**config.mk**
```make
export PLATFORM = sky130hd
export DESIGN_NAME = mlca_queue
export DESIGN_NICKNAME = d
export VERILOG_FILES = /design/src/rtl/core/multilabel_confusion_accumulate_assert.svh /design/src/rtl/core/mlca_pkg.sv /design/src/rtl/core/mlca_queue.sv
export SDC_FILE = /design/constraint.sdc
export NUM_CORES = 1
export LEC_CHECK = 0
export BUFFER_PORTS_ARGS = -buffer_cell sky130_fd_sc_hd__buf_2
export CORE_ASPECT_RATIO = 1.75
export CORE_MARGIN = 5
export CORE_UTILIZATION = 43
export CTS_CLUSTER_DIAMETER = 120
export DETAILED_ROUTE_END_ITERATION = 8
export GPL_TIMING_DRIVEN = 0
export PLACE_DENSITY = 0.72
export SLEW_MARGIN = 40
export SYNTH_ARGS = -nofsm -noshare
export SYNTH_HDL_FRONTEND = slang
export SYNTH_SLANG_ARGS = --single-unit
```
**constraint.sdc**
```tcl
create_clock -name clk -period 5.7 [get_ports clk]
set_input_delay 0.285 -clock clk [delete_from_list [all_inputs] [get_ports clk]]
set_output_delay 0.285 -clock clk [all_outputs]
set_load 0.05 [all_outputs]
```
**src/rtl/core/multilabel_confusion_accumulate_assert.svh**
```systemverilog
// ----------------------------------------------------------------------------
// Assertion macros for the confusion accumulator
// Same-cycle and next-cycle implication checks on clk, disabled in reset.
// ----------------------------------------------------------------------------
`ifndef MULTILABEL_CONFUSION_ACCUMULATE_ASSERT_SVH
`define MULTILABEL_CONFUSION_ACCUMULATE_ASSERT_SVH

// Consequent must hold in the same cycle as the antecedent
`define MLCA_ASSERT_SAME(lbl, ante, cons, msg) \
  lbl: assert property (@(posedge clk) disable iff (!rst_n) (ante) |-> (cons)) \
    else $error(msg);

// Consequent must hold in the cycle after the antecedent
`define MLCA_ASSERT_NEXT(lbl, ante, cons, msg) \
  lbl: assert property (@(posedge clk) disable iff (!rst_n) (ante) |=> (cons)) \
    else $error(msg);

`endif

```
**src/rtl/core/mlca_pkg.sv**
```systemverilog
// ----------------------------------------------------------------------------
// mlca_pkg
// Shared widths, codes, command type and helpers of the confusion accumulator.
// ----------------------------------------------------------------------------
package mlca_pkg;

  localparam int MAX_CLASSES_DEF = 16;
  localparam int MASK_W   = 16;
  localparam int WEIGHT_W = 24;
  localparam int ENTRY_W  = 56;
  localparam int FRAC_W   = 16;
  localparam int WQ_W     = WEIGHT_W + FRAC_W;
  localparam int CNT_W    = 5;
  localparam int DVD_W    = WQ_W + CNT_W;
  localparam int ACLS_W   = 5;
  localparam int FUNC_W   = 2;
  localparam int IDX_W    = 4;
  localparam int PADDR_W  = 2;
  localparam int PDATA_W  = 32;
  localparam int QUEUE_DEPTH = 2;
  localparam int QPTR_W   = 1;
  localparam int QCNT_W   = 2;

  localparam logic [FUNC_W-1:0] FUNC_ACC   = 2'd0;
  localparam logic [FUNC_W-1:0] FUNC_READ  = 2'd1;
  localparam logic [FUNC_W-1:0] FUNC_CLEAR = 2'd2;

  localparam logic [PADDR_W-1:0] REG_ACTIVE_CLASSES = 2'd0;
  localparam logic [ACLS_W-1:0]  ACTIVE_CLASSES_RST = 5'd16;

  typedef enum logic [1:0] {
    OP_ACC,
    OP_READ,
    OP_CLEAR
  } op_t;

  // One classified transaction handed from the front to the back
  typedef struct packed {
    op_t                 op;
    logic [MASK_W-1:0]   diag_rows;
    logic [MASK_W-1:0]   blk_rows;
    logic [MASK_W-1:0]   blk_cols;
    logic                need_div;
    logic                diag_div;
    logic [WEIGHT_W-1:0] weight;
    logic [CNT_W-1:0]    gt_cnt;
    logic [CNT_W-1:0]    divisor;
    logic [IDX_W-1:0]    row;
    logic [IDX_W-1:0]    col;
  } cmd_t;

  typedef struct packed {
    logic active;
    logic div_wait;
  } back_stat_t;

  function automatic logic [CNT_W-1:0] popcount16(input logic [MASK_W-1:0] m);
    logic [CNT_W-1:0] n;
    n = '0;
    for (int k = 0; k < MASK_W; k++) begin
      n = n + CNT_W'(m[k]);
    end
    return n;
  endfunction

endpackage

```
**src/rtl/core/mlca_queue.sv**
```systemverilog
// ----------------------------------------------------------------------------
// mlca_queue
// Short command queue between the front and the back.
// ----------------------------------------------------------------------------
module mlca_queue (
  input  logic                          clk,
  input  logic                          rst_n,
  input  logic                          push,
  input  mlca_pkg::cmd_t                push_cmd,
  input  logic                          pop,
  output logic                          q_valid,
  output mlca_pkg::cmd_t                head_cmd,
  output logic                          full,
  output logic [mlca_pkg::QCNT_W-1:0]   count
);

  mlca_pkg::cmd_t                entry_r [mlca_pkg::QUEUE_DEPTH];
  logic [mlca_pkg::QPTR_W-1:0]   wptr_r;
  logic [mlca_pkg::QPTR_W-1:0]   rptr_r;
  logic [mlca_pkg::QCNT_W-1:0]   count_r;

  // Store pushed commands
  always_ff @(posedge clk) begin
    if (push) begin
      entry_r[wptr_r] <= push_cmd;
    end
  end

  // Advance pointers and occupancy
  always_ff @(posedge clk) begin
    if (!rst_n) begin
      wptr_r  <= '0;
      rptr_r  <= '0;
      count_r <= '0;
    end else begin
      if (push) begin
        wptr_r <= wptr_r + 1'b1;
      end
      if (pop) begin
        rptr_r <= rptr_r + 1'b1;
      end
      count_r <= count_r + mlca_pkg::QCNT_W'(push) - mlca_pkg::QCNT_W'(pop);
    end
  end

  assign q_valid  = (count_r != '0);
  assign full     = (count_r == mlca_pkg::QCNT_W'(mlca_pkg::QUEUE_DEPTH));
  assign head_cmd = entry_r[rptr_r];
  assign count    = count_r;

endmodule

```
==> results.toml <==
[global_route]
antenna_found_initial = 0
grtUsageTotal_pct = 14.40
overflow = 0
grt_pass1_wl_um = 20690
grt_max_degree = 40
grt_pass1_vias = 4037

[placed_design]
dp_hpwl_um = 10190
io_buffers = 195
dpl.cell_count = 704
place_congestion = 0.7205

[flow_run]
maxCapViolations = 0

[cts]
cts_max_path_buffers = 2
htreeDepth = 4
postCtsResizedCells = 0
ctsHoldBuffers = 0
insertion_delay_ns = 0.41
cts_buffers = 17
postCtsSetupRepairBufs = 0
clock-sinks = 193
cts.root.buffer_cell = "clkbuf_16"
cts_tree = "yes"
clkTransAtPathRegs_ns = 0.07

[timing]
skew_ns = 0.01110
hold_violations = 0
fin_crit_sh_pct = 36.94
worst_pin_slew_ns = 0.4903
hold_slack_ns = 0.05366
rsz0062_at_grt = "no"
period_needed_ns = 2.106
relSlewSlack_pct = 67.24
finalMaxSlewViolations = 0
fmax_ghz = 0.4749
setup_violations = 0

[die]
start_util_pct = 44.02
die_w_um = 106.6
die_area_um2 = 19090
core_area_um2 = 15950
chipHeight_um = 179.0
ioPinCount = 196
rows = 61

[run_status]
status = "finished clean"

[worst_setup_path]
end_kind = "primary output"
worstPathRequired_ns = 5.41
critPathLaunchType = "register"
critPathMaxFanout = 10
critPathKind = "register to primary output"
crit_arrival_ns = 1.82

[final_layout]
drive_gt1_share_pct = 61.90
nNetsFinal = 634
final_cells = 737
layout_common_cells = "buf_2, edfxtp_1, mux2_2"
layout_commonest_cell = "buf_2"
synthToLayoutAreaGrowth_pct = 27.66
nFillCells = 1239

[synthesis]
synthCells = 313
synth_ff_type = "edfxtp_1"
async_flop_share_pct = 0
yosysSeqAreaShare_pct = 81.82
synthesis.nets = 413
ys_seq_elements = 193
synth.avg_cell_area_um2 = 22.43
syn-cell-area_um2 = 7022
synth_edf_count = 188
synth_cell_type_count = 14
yosysWarnings = 0

[power_and_ir_drop]
p_leak_nw = 3.394
design_power_total_mw = 3.379
power_density_nw_per_um2 = 377.0
vdd_ir_drop_max_v = 0.0002548

[drt]
viasPerCell = 4.940
drtPass1Iterations = 4
routed_wl_um = 13950
wl_per_cell_um = 18.93
drtAntennaViolNets = 0
drtIter0Drc = 133
drc = 0
vias = 3641

[hold_path]
holdCritPathClass = "input port to register"
## power by group
| group | total (mW) | switching [mW] | internal, mW |
|---|---|---|---|
| Sequential | 1.66 | 0.0190 | 1.64 |
| Combinational | 0.586 | 0.407 | 0.179 |
| Clock | 1.14 | 0.522 | 0.614 |
| Total | 3.38 | 0.948 | 2.43 |
## layout make-up
class	count	area, um2	share of cell area, %
multi-input cells	108	1189	13.26
plain buffers	10	90.09	1.005
diodes	2	5.005	0.05583
clock buffers	19	432.9	4.830
flip-flops and latches	193	5746	64.10
repair buffers	202	1129	12.59
well taps	189	236.5	2.638
inverters	2	7.507	0.08375
clock inverters	12	128.9	1.438
## critical path: stages, from the launching register on
cell,delay [ns]
dfxtp_1,0.38
buf_4,0.26
buf_6,0.20
mux2_2,0.34
buf_2,0.22
## final timing paths
path | start | to | slack [ns] | cells past startpoint
min reg2reg | rptr_r | rptr_r | 0.63 | 2
max | register | head_cmd[56] | 3.59 | 4
min | push_cmd[93] | entry_r[1][93] | 0.05 | 1
max reg2reg | wptr_r | entry_r[0][70] | 4.02 | 4
## metal layers
| layer | part of all wire [%] | up-vias | wire length [um] | track usage, % |
|---|---|---|---|---|
| met3 | 6.4 | 22 | 896 | 4.541 |
| met5 | 0 | - | 0 | 0 |
| met1 | 34 | 1808 | 4737 | 14.34 |
| met2 | 57 | 123 | 7985 | 27.05 |
| met4 | 2.4 | 0 | 332 | 6.240 |
| li1 | - | 1688 | - | - |
## cell usage after synthesis (2+ instances only)
| master | number | area, um2 |
|---|---|---|
| edfxtp_1 | 188 | 5645 |
| mux2_2 | 94 | 1059 |
| buf_6 | 6 | 67.56 |
| dfxtp_1 | 5 | 100.1 |
| and2_1 | 4 | 25.02 |
| nor2b_1 | 4 | 25.02 |
| buf_2 | 3 | 15.01 |
| ha_1 | 2 | 25.02 |
| inv_1 | 2 | 7.510 |
## registers in the layout, indices dropped and copies added, names as in the netlist, named ones only
| register | count |
|---|---|
| entry_r | 188 |
| rptr_r | 1 |
| wptr_r | 1 |
| count | 2 |
## per-stage QoR
step	setup WS (ns)	TNS, ns	util [%]	cell area (um2)
floorplan	0.6584	0	-	7022
global placement	-1.429	-134.74	51.62	8234
detailed placement	3.906	0	52.64	8397
CTS	3.522	0	56.16	8959
global route	3.484	0	56.16	8959
finish	3.594	0	56.19	8964
## logic make-up (layout without fill, tap and decap cells)
| kind of cell | count (synthesis) | after routing | share of synthesized area [%] |
|---|---|---|---|
| flip-flops | 193 | 193 | 81.82 |
| multiplexers | 94 | 94 | 15.07 |
| buffers and inverters | 12 | 245 | 1.390 |
| AND/OR/NAND/NOR | 9 | 9 | 0.8018 |
| adder cells (fa/ha/maj) | 2 | 2 | 0.3563 |
| XOR/XNOR | 2 | 2 | 0.4455 |
| AO/OA/AOI/OAI | 1 | 1 | 0.1070 |
| other | 0 | 2 | 0 |
Note: power is estimated with default switching activity, not from simulation.
