## src/rtl/core/multilabel_confusion_accumulate_assert.svh

```systemverilog
// ----------------------------------------------------------------------------
// Assertion macros for the confusion accumulator
// Same-cycle and next-cycle implication checks on clk, disabled in reset.
// ----------------------------------------------------------------------------
`ifndef MULTILABEL_CONFUSION_ACCUMULATE_ASSERT_SVH
`define MULTILABEL_CONFUSION_ACCUMULATE_ASSERT_SVH

// Consequent must hold in the same cycle as the antecedent
`define MLCA_ASSERT_SAME(lbl, ante, cons, msg) \
  lbl: assert property (@(posedge clk) disable iff (!rst_n) (ante) |-> (cons)) \
    else $error(msg);

// Consequent must hold in the cycle after the antecedent
`define MLCA_ASSERT_NEXT(lbl, ante, cons, msg) \
  lbl: assert property (@(posedge clk) disable iff (!rst_n) (ante) |=> (cons)) \
    else $error(msg);

`endif

```

## src/rtl/core/mlca_pkg.sv

```systemverilog
// ----------------------------------------------------------------------------
// mlca_pkg
// Shared widths, codes, command type and helpers of the confusion accumulator.
// ----------------------------------------------------------------------------
package mlca_pkg;

  localparam int MAX_CLASSES_DEF = 16;
  localparam int MASK_W   = 16;
  localparam int WEIGHT_W = 24;
  localparam int ENTRY_W  = 56;
  localparam int FRAC_W   = 16;
  localparam int WQ_W     = WEIGHT_W + FRAC_W;
  localparam int CNT_W    = 5;
  localparam int DVD_W    = WQ_W + CNT_W;
  localparam int ACLS_W   = 5;
  localparam int FUNC_W   = 2;
  localparam int IDX_W    = 4;
  localparam int PADDR_W  = 2;
  localparam int PDATA_W  = 32;
  localparam int QUEUE_DEPTH = 2;
  localparam int QPTR_W   = 1;
  localparam int QCNT_W   = 2;

  localparam logic [FUNC_W-1:0] FUNC_ACC   = 2'd0;
  localparam logic [FUNC_W-1:0] FUNC_READ  = 2'd1;
  localparam logic [FUNC_W-1:0] FUNC_CLEAR = 2'd2;

  localparam logic [PADDR_W-1:0] REG_ACTIVE_CLASSES = 2'd0;
  localparam logic [ACLS_W-1:0]  ACTIVE_CLASSES_RST = 5'd16;

  typedef enum logic [1:0] {
    OP_ACC,
    OP_READ,
    OP_CLEAR
  } op_t;

  // One classified transaction handed from the front to the back
  typedef struct packed {
    op_t                 op;
    logic [MASK_W-1:0]   diag_rows;
    logic [MASK_W-1:0]   blk_rows;
    logic [MASK_W-1:0]   blk_cols;
    logic                need_div;
    logic                diag_div;
    logic [WEIGHT_W-1:0] weight;
    logic [CNT_W-1:0]    gt_cnt;
    logic [CNT_W-1:0]    divisor;
    logic [IDX_W-1:0]    row;
    logic [IDX_W-1:0]    col;
  } cmd_t;

  typedef struct packed {
    logic active;
    logic div_wait;
  } back_stat_t;

  function automatic logic [CNT_W-1:0] popcount16(input logic [MASK_W-1:0] m);
    logic [CNT_W-1:0] n;
    n = '0;
    for (int k = 0; k < MASK_W; k++) begin
      n = n + CNT_W'(m[k]);
    end
    return n;
  endfunction

endpackage

```

## src/rtl/core/mlca_front.sv

```systemverilog
// ----------------------------------------------------------------------------
// mlca_front
// Configuration register and classifier: masks the class sets and picks the
// multi-label case for each accepted transaction.
// ----------------------------------------------------------------------------
module mlca_front #(
  parameter int MAX_CLASSES = mlca_pkg::MAX_CLASSES_DEF
) (
  input  logic                               clk,
  input  logic                               rst_n,
  input  logic                               psel,
  input  logic                               penable,
  input  logic                               pwrite,
  input  logic [mlca_pkg::PADDR_W-1:0]       paddr,
  input  logic [mlca_pkg::PDATA_W-1:0]       pwdata,
  output logic [mlca_pkg::PDATA_W-1:0]       prdata,
  output logic                               pready,
  input  logic                               accept,
  input  logic [mlca_pkg::FUNC_W-1:0]        in_func,
  input  logic [mlca_pkg::MASK_W-1:0]        in_gt_mask,
  input  logic [mlca_pkg::MASK_W-1:0]        in_pred_mask,
  input  logic [mlca_pkg::WEIGHT_W-1:0]      in_weight,
  input  logic [mlca_pkg::IDX_W-1:0]         in_row_index,
  input  logic [mlca_pkg::IDX_W-1:0]         in_col_index,
  output logic                               cmd_valid,
  output mlca_pkg::cmd_t                     cmd
);

  localparam int NCE = (MAX_CLASSES < mlca_pkg::MASK_W) ? MAX_CLASSES : mlca_pkg::MASK_W;

  logic [mlca_pkg::ACLS_W-1:0] active_classes_r;
  logic [mlca_pkg::ACLS_W-1:0] nc;
  logic [mlca_pkg::MASK_W-1:0] keep;
  logic [mlca_pkg::MASK_W-1:0] g;
  logic [mlca_pkg::MASK_W-1:0] p;
  logic [mlca_pkg::MASK_W-1:0] pd;
  logic [mlca_pkg::CNT_W-1:0]  cnt_p;
  logic [mlca_pkg::CNT_W-1:0]  cnt_pd;

  // Write the class count on a completed write transaction
  always_ff @(posedge clk) begin
    if (!rst_n) begin
      active_classes_r <= mlca_pkg::ACTIVE_CLASSES_RST;
    end else if (psel && penable && pwrite && pready &&
                 paddr == mlca_pkg::REG_ACTIVE_CLASSES) begin
      active_classes_r <= pwdata[mlca_pkg::ACLS_W-1:0];
    end
  end

  assign pready = 1'b1;
  assign prdata = (paddr == mlca_pkg::REG_ACTIVE_CLASSES) ?
                  mlca_pkg::PDATA_W'(active_classes_r) : '0;

  // Cap the class count and drop mask bits beyond it
  assign nc = (active_classes_r > mlca_pkg::ACLS_W'(NCE)) ?
              mlca_pkg::ACLS_W'(NCE) : active_classes_r;

  always_comb begin
    for (int k = 0; k < mlca_pkg::MASK_W; k++) begin
      keep[k] = (mlca_pkg::ACLS_W'(k) < nc);
    end
  end

  assign g      = in_gt_mask & keep;
  assign p      = in_pred_mask & keep;
  assign pd     = p & ~g;
  assign cnt_p  = mlca_pkg::popcount16(p);
  assign cnt_pd = mlca_pkg::popcount16(pd);

  // Classify the transaction
  always_comb begin
    cmd           = '0;
    cmd.weight    = in_weight;
    cmd.gt_cnt    = mlca_pkg::popcount16(g);
    cmd.row       = in_row_index;
    cmd.col       = in_col_index;
    cmd_valid     = accept;
    unique case (in_func)
      mlca_pkg::FUNC_ACC: begin
        cmd.op = mlca_pkg::OP_ACC;
        priority if (g == p) begin
          cmd.diag_rows = g;
        end else if ((g & p) == g) begin
          cmd.diag_rows = g;
          cmd.diag_div  = 1'b1;
          cmd.blk_rows  = g;
          cmd.blk_cols  = pd;
          cmd.divisor   = cnt_p;
          cmd.need_div  = 1'b1;
        end else if ((g | p) == g) begin
          cmd.diag_rows = p;
          cmd.blk_rows  = g & ~p;
          cmd.blk_cols  = (cnt_p != '0) ? p : '0;
          cmd.divisor   = cnt_p;
          cmd.need_div  = (cnt_p != '0);
        end else begin
          cmd.diag_rows = g & p;
          cmd.blk_rows  = g & ~p;
          cmd.blk_cols  = (cnt_pd != '0) ? pd : '0;
          cmd.divisor   = cnt_pd;
          cmd.need_div  = (cnt_pd != '0);
        end
      end
      mlca_pkg::FUNC_READ:  cmd.op = mlca_pkg::OP_READ;
      mlca_pkg::FUNC_CLEAR: cmd.op = mlca_pkg::OP_CLEAR;
      default:              cmd_valid = 1'b0;
    endcase
  end

endmodule

```

## config.mk

```make
export PLATFORM = sky130hd
export DESIGN_NAME = mlca_front
export DESIGN_NICKNAME = d
export VERILOG_FILES = /design/src/rtl/core/multilabel_confusion_accumulate_assert.svh /design/src/rtl/core/mlca_pkg.sv /design/src/rtl/core/mlca_front.sv
export SDC_FILE = /design/constraint.sdc
export NUM_CORES = 1
export LEC_CHECK = 0
export BUFFER_PORTS_ARGS = -buffer_cell sky130_fd_sc_hd__buf_2
export CELL_PAD_IN_SITES_DETAIL_PLACEMENT = 1
export CELL_PAD_IN_SITES_GLOBAL_PLACEMENT = 2
export CORE_AREA = 4 4 175 109
export DETAILED_ROUTE_END_ITERATION = 7
export DIE_AREA = 0 0 179 113
export PLACE_DENSITY_LB_ADDON = 0.1
export SLEW_MARGIN = 15
export SYNTH_ARGS = -nofsm -noshare
export SYNTH_HDL_FRONTEND = slang
export SYNTH_SLANG_ARGS = --single-unit
```

## constraint.sdc

```tcl
create_clock -name clk -period 8.7 [get_ports clk]
set_input_delay 1.74 -clock clk [delete_from_list [all_inputs] [get_ports clk]]
set_output_delay 1.74 -clock clk [all_outputs]
set_load 0.02 [all_outputs]
```

==> flow_summary.yaml <==
run_status:
  status: "complete, no violations"
setup_path:
  worst-setup-path-type: "input pin to output port"
  crit_path_end_kind: "output port"
  r2r_start: "active_classes_r[1]"
  r2r_cells: 2
  crit_arrival_ns: 6.54
  r2r_end: "active_classes_r[1]"
  crit_path_start_kind: "input pin"
  cp_data_required_time_ns: 6.96
  rrSetupSlack_ns: 7.65
  critPathMaxFanout: 14
layout:
  drive_gt1_share_pct: 23.33
  largest_reg_flops: 5
  regMostFlops: "active_classes_r"
  synthToLayoutAreaGrowth_pct: 16.43
  num_antenna_cells: 0
  final_cells: 870
  n_fill_cell: 2168
  final_common_cell: "buf_2"
  top_regs: "active_classes_r: 5 flops"
  final_cell_mix: "buf_2, ha_1, inv_1"
  final_nets: 852
clocking:
  cts-root-buf: "clkbuf_16"
  path_clk_slew_ns: 0.03
  insertion_delay_ns: 0.23
  post_cts_buffers: 0
  cts_resized: 0
  cts_buffer_depth: 2
  hold_buffers: 0
  cts-htree-levels: 1
  clock-sinks: 5
  cts_tree: "built"
  cts_buffers: 3
logic_synthesis:
  synth_top_family_by_area: "adder cells"
  synth-compound-area-share_pct: 17.66
  synth-main-ff-cell: "dfxtp_1"
  yosysSeqAreaShare_pct: 2.411
  synth.distinct_cells: 51
  synth-simple-area-share_pct: 16.43
  synth_mux_area_share_pct: 1.929
  avgSynthCellArea_sq_um: 7.590
  synthAdderAreaFrac_pct: 40.08
  async_reset_ff_share_pct: 0
  syn_inst: 547
  synth_edf_count: 0
  syn_area_sq_um: 4151
  synth-seq-cells: 5
  ys_warn_count: 0
  synthXorXnorAreaFrac_pct: 0.8439
sta:
  hold_ws_ns: 0.7189
  setup_viol: 0
  min_period_ns: 8.276
  worst_pin_slew_ns: 0.8096
  fin_tns_setup_ns: 0
  fin_skew_ns: 0
  drv_slew: 0
  rsz0062_at_grt: "no"
  report.final.hold_viol_count: 0
  max_freq_ghz: 0.1208
  post-route-period-util_pct: 95.13
  max_slew_margin_pct: 45.85
routing:
  post-route-drc-count: 0
  dr.first_iter.drc_count: 195
  dr.pass1.iters: 4
  wirelength_mm: 15.58
  ant_nets: 0
  viasPerCell: 4.353
  vias: 3787
  wl_per_cell_um: 17.91
worst_hold_path:
  worstHoldStart: "active_classes_r[2]"
  hold-path-endpoint: "active_classes_r[2]"
  hold_depth: 3
  hold_path.class: "register to register"
power:
  p_per_area_nw_per_um2: 139.7
  p_leak_nw: 2.717
  ir_drop_v: 0.00006912
place:
  dp.cells: 866
  place.gp.congestion: 0.8039
  io_buffers: 114
  dp_hpwl_mm: 13.83
global_route:
  grtUsageTotal_pct: 15.44
  grt_pass1_wl_mm: 24.34
  overflow: 0
  antenna_found_initial: 0
  grt_max_degree: 38
  grt_pass1_vias: 4148
die:
  die_area_sq_um: 20230
  rows: 38
  start_util_pct: 23.54
  die_w_um: 179
  ios: 234
  core_region_area_sq_um: 17640
  die_y_um: 113
run:
  max_cap_viol_count: 0
cell usage after synthesis (all sizes together), types with 2 or more instances:
library cell,n,area [sq um]
ha,85,1064
and3,2,12.51
conb,2,7.510
nand2,23,86.33
inv,83,311.6
o211ai,5,37.54
o22ai,14,87.58
xor2,2,17.52
nor3,2,10.01
o21a,6,45.04
nor2,65,246.5
a211oi,15,112.6
nor2b,10,62.56
a21oi,39,195.2
or3,2,12.51
buf,62,462.9
mux2i,8,80.08
nand4,3,18.77
o211a,6,60.06
xnor2,2,17.52
clkbuf,20,75.07
dfxtp,5,100.1
a21o,4,30.03
nand3,4,20.02
nor4,7,43.79
fa,30,600.6
or4,2,18.77
and2,16,100.1
o21ai,5,25.02
critical path: stages:
cell and delay [ns]:
buf_2 0.08, and2_1 0.24, inv_1 0.12, ha_1 0.27, fa_1 0.54, fa_1 0.52
fa_1 0.55, inv_1 0.05, fa_1 0.44, inv_1 0.06, ha_1 0.16, inv_1 0.06
fa_1 0.41, nand2b_1 0.18, o2bb2ai_1 0.14, o2111ai_1 0.12, buf_4 0.18, a31oi_4 0.20
buf_12 0.17, o22ai_1 0.11, buf_2 0.18
where the power goes:
group | leakage, nW | switching [mW] | internal (mW) | total, mW
registers | 0.0404 | 0.000801 | 0.0234 | 0.0242
clock network | 0.0382 | 0.0154 | 0.0608 | 0.0762
logic | 2.64 | 0.354 | 0.221 | 0.575
per-layer routing:
metal	part of all wire (%)	track usage, %	vias up
met5	0	0	-
met3	4.6	1.803	9
met2	41	23.32	109
met4	0.39	1.380	0
li1	-	-	1867
met1	54	24.24	1802
cell type report:
cell class	count	area (sq um)	area share, %
Tap cell	240	300.3	6.213
Inverter	83	311.5	6.446
Timing Repair Buffer	135	740.7	15.32
Sequential cell	5	100.1	2.071
Clock buffer	4	78.83	1.631
Multi-Input combinational cell	403	3302	68.31
worst max path at each step:
| stage | from | endpoint | slack, ns | cells past startpoint |
|---|---|---|---|---|
| after floorplan | in_pred_mask[7] | cmd[48] | 0.82 | 19 |
| after global placement | in_gt_mask[0] | cmd[48] | 0.43 | 21 |
| after detailed placement | in_gt_mask[0] | cmd[48] | 0.42 | 21 |
| after CTS | in_gt_mask[0] | cmd[48] | 0.39 | 21 |
| after global routing | in_gt_mask[0] | cmd[48] | 0.13 | 21 |
| final | in_gt_mask[0] | cmd[48] | 0.42 | 21 |
kinds of logic (layout without fill, tap and decap cells):
family                     count (synthesis)  count (layout)
xor gates and xnor gates                   4               4
AOI/OAI and AO/OA                        106             106
buffers and inverters                    165             222
and+or+nand+nor                          142             142
muxes                                      8               8
adders and majority gates                115             115
DFF                                        5               5
other                                      2              28
per-stage QoR:
step / total power [mW] / utilization (%) / setup WS [ns] / area (sq um)
finish: 0.6753 / 27.40 / 0.4241 / 4833
global route: 0.7590 / 27.40 / 0.1260 / 4833
CTS: 0.6873 / 27.40 / 0.3917 / 4833
detailed placement: 0.6045 / 26.95 / 0.4173 / 4755
global placement: 0.5979 / 26.95 / 0.4296 / 4755
floorplan: 0.4484 / - / 0.8165 / 4249
Power figures use the tool's default switching activity.
